**src/sv/rau_pkg.sv**
```systemverilog
`timescale 1ns / 1ps
package rau_pkg;
  typedef enum logic [2:0] {
    OP_ADD = 3'd0,
    OP_SUB = 3'd1,
    OP_MUL = 3'd2,
    OP_DIV = 3'd3,
    OP_REC = 3'd4,
    OP_CMP = 3'd5
  } op_t;

  typedef struct packed {
    logic [2:0]  op;
    logic [31:0] ln;
    logic [31:0] ld;
    logic [31:0] rn;
    logic [31:0] rd;
  } item_t;

  typedef enum logic [3:0] {
    S_IDLE, S_PRE, S_PRE_RED, S_MUL1, S_MUL2, S_MUL3, S_RED, S_RED2,
    S_GCD, S_DIVN, S_DIVD, S_OUT
  } state_t;
endpackage

```
**src/sv/rau_front.sv**
```systemverilog
`timescale 1ns / 1ps
module rau_front #(
  parameter int Depth = 2
) (
  input  logic          clk,
  input  logic          rst,
  input  logic          in_valid,
  output logic          in_stall,
  input  rau_pkg::item_t in_item,
  output logic          q_valid,
  input  logic          q_pop,
  output rau_pkg::item_t q_item
);
  localparam int AW = (Depth > 1) ? $clog2(Depth) : 1;
  rau_pkg::item_t mem [Depth];
  logic [AW-1:0] wp, rp;
  logic [AW:0]   cnt;
  logic push;

  assign in_stall = (cnt == (AW+1)'(Depth));
  assign push     = in_valid && !in_stall;
  assign q_valid  = (cnt != '0);
  assign q_item   = mem[rp];

  always_ff @(posedge clk) begin
    if (push) mem[wp] <= in_item;
  end

  always_ff @(posedge clk) begin
    if (rst) begin
      wp <= '0; rp <= '0; cnt <= '0;
    end else begin
      if (push) wp <= (wp == AW'(Depth-1)) ? '0 : wp + 1'b1;
      if (q_pop) rp <= (rp == AW'(Depth-1)) ? '0 : rp + 1'b1;
      cnt <= cnt + (AW+1)'(push) - (AW+1)'(q_pop);
    end
  end
endmodule

```
**config.mk**
```make
export PLATFORM = sky130hd
export DESIGN_NAME = rau_front
export DESIGN_NICKNAME = d
export VERILOG_FILES = /design/src/sv/rau_pkg.sv /design/src/sv/rau_front.sv
export SDC_FILE = /design/constraint.sdc
export NUM_CORES = 1
export LEC_CHECK = 0
export ABC_CLOCK_PERIOD_IN_PS = 6000
export BUFFER_PORTS_ARGS = -buffer_cell sky130_fd_sc_hd__buf_2
export CAP_MARGIN = 20
export CORE_MARGIN = 2
export CORE_UTILIZATION = 35
export DETAILED_ROUTE_END_ITERATION = 16
export MAX_ROUTING_LAYER = met4
export SYNTH_ARGS = -nofsm -noshare
export SYNTH_HDL_FRONTEND = slang
export SYNTH_SLANG_ARGS = --single-unit
```
**constraint.sdc**
```tcl
create_clock -name clk -period 6 [get_ports clk]
set_input_delay 0.9 -clock clk [delete_from_list [all_inputs] [get_ports clk]]
set_output_delay 0.9 -clock clk [all_outputs]
set_load 0.02 [all_outputs]
```
==> flow_metrics.tcl <==
set metrics [dict create \
    status "completed" \
    critPathTopFamily "flip-flops" \
    start_kind "register" \
    ys_async_sr_fraction_pct 0 \
    cts_root_buffer "clkbuf_16" \
    wirelength_um 18200 \
    area_growth_pct 25.8 \
    tns_ps 0 \
    syn_area_um2 10100 \
    leakage_nw 4.88 \
    critPathMaxFanout 38 \
    grt_pass1_vias 4943 \
    worst_setup_path_end_kind "primary output" \
    num_vias 4897 \
    report.final.slew_viol_count 0 \
    post-dp-hpwl_um 11800 \
    cts.path.max_buffers 3 \
    ioPinCount 268 \
    synth_cells 434 \
    finalHoldViolCount 0 \
    yosysSeqAreaShare_pct 79.3 \
    max_stage_delay_ps 790 \
    die_h_um 173 \
    worst_slew_pin_slew_ps 986 \
    crit_path_end "q_item[67]" \
    post_cts_buffers 0 \
    num-nets-final 858 \
    met3WireLength_um 1620 \
    antenna_found_initial 4 \
    grt_pass1_wl_um 27400 \
    period_needed_ps 3420 \
    cts_buffers 29 \
    clkSinkCount 267 \
    fin_area_um2 12600 \
    reg2reg_from "cnt[0]" \
    worstPathCellList "buf_4 -> mux2_4 -> buf_2" \
    path_buf_inv 2 \
    dieArea_um2 30100 \
    wl_met2_um 8720 \
    clk_latency_ps 530 \
    first_pass_iters 4 \
    synth.distinct_cells 22 \
    hold_path_class "register to register" \
    gp_congestion 0.693 \
    ir_drop_mv 0.341 \
    grt_use_total_pct 11.9 \
    die_x_um 173 \
    rsz0062_at_grt "no" \
    fin_crit_sh_pct 56.9 \
    syn_area_per_cell_um2 23.2 \
    slew_headroom_pct 34.3 \
    path_depth 3 \
    worstReg2RegEnd "mem[0][63]" \
    cellPowerDensity_nw_per_um2 365 \
    cts_tree "built" \
    placed_cell_area_um2 11800 \
    crit_required_ps 5100 \
    grt_max_degree 102 \
    portBuffers 267 \
    cts_resized 0 \
    initial_core_util_pct 35.3 \
    top_layer "met4" \
    finalSetupViolations 0 \
    ant_nets 0 \
    fin_worst_skew_ps 7.79 \
    grt_remaining_overflow 0 \
    drc 0 \
    clk_pin_slew_worst_paths_ps 50 \
    synth_nets 571 \
    drv_cap 0 \
    drt_iter0_drc 184 \
    crit_arrival_ps 2520 \
    ff2ff_path_depth 5 \
    synth_edf_count 262 \
    critical_path_class "register to primary output" \
    avgRoutedWirePerCell_um 16.1 \
    core_um2 28500 \
    synth_seq_cells 267 \
    synthFlopType "edfxtp_1" \
    fmax_mhz 293 \
    viasPerCell 4.33 \
    wl_met1_um 7380 \
    rows 62 \
    yosys_warnings 0 \
    cts_hold_buf 0 \
    cts_htree_levels 1 \
    drive_above_1_share_pct 59.4 \
    cp_slowest_cell "dfxtp_4" \
    rrSetupSlack_ps 3430 \
]
## metrics by stage
step | hold slack [ps] | std cells | utilization (%) | power (W) | setup WS [ps]
floorplan | 452 | 434 | - | 0.00286 | 1530
global placement | 480 | 1074 | 41.4 | 0.00308 | 2820
detailed placement | 486 | 1074 | 41.4 | 0.00309 | 2820
CTS | 498 | 1126 | 44.4 | 0.00468 | 2530
global route | 525 | 1130 | 44.4 | 0.00481 | 2430
finish | 498 | 1130 | 44.4 | 0.00461 | 2580
## flip-flops by register name, indices dropped and copies added (netlist names), named ones only
register  cells
cnt           2
mem         262
rp            1
wp            1
## layout by cell type (no fill, tap or decap), types with 4 or more instances in the layout
cell type,n
mux2_2,41
clkinv_2,4
dfxtp_1,4
mux2_4,90
clkbuf_1,10
buf_2,267
clkbuf_16,29
diode_2,4
edfxtp_1,262
clkinv_1,7
## power breakdown
| group | switching, W | internal, W | total [W] |
|---|---|---|---|
| clock | 0.000655 | 0.000925 | 0.00158 |
| sequential | 0.0000505 | 0.00226 | 0.00231 |
| combinational | 0.000419 | 0.000305 | 0.000723 |
## cells in the mapped netlist, drive strengths merged (2+ instances only)
cell type	count	share of area [%]
buf	15	1.5
edfxtp	262	78
mux2	131	18
dfxtp	5	1.0
inv	4	0.15
nor2	3	0.11
ha	2	0.25
## how the worst min path moves through the flow
stage	slack, ps	end	start	cells after the start
final	500	wp	wp	2
after global placement	480	wp	wp	2
after CTS	500	wp	wp	2
after global routing	520	mem[1][52]	in_item[52]	1
after floorplan	450	wp	wp	2
after detailed placement	490	wp	wp	2
## layer usage
layer	vias to the layer above	GRT usage [%]
met5	-	-
met4	0	3.95
met3	38	4.19
met2	191	19.1
met1	2373	14.0
li1	2295	-
## logic make-up after synthesis
logic type	synth area share (%)
mux	18.0
simple gates	0.573
compound gates	0.0995
flops	79.3
xor+xnor	0.174
buf+inv	1.62
fa+ha+maj	0.249
## cell type report
class / instances / area, µm²
Fill cell: 2517 / 15800
Antenna cell: 4 / 10.0
Clock buffer: 39 / 763
Clock inverter: 13 / 83.8
Tap cell: 384 / 480
Inverter: 4 / 20.0
Sequential cell: 267 / 7970
Timing Repair Buffer: 271 / 1390
Multi-Input combinational cell: 148 / 1930
## worst reg2reg max path: stages (launching register included)
cell and delay (ps):
dfxtp_1 340, nand2b_1 160, inv_1 70, or3_1 390
inv_6 700, buf_4 550
Note: power is estimated with default switching activity, not from simulation.
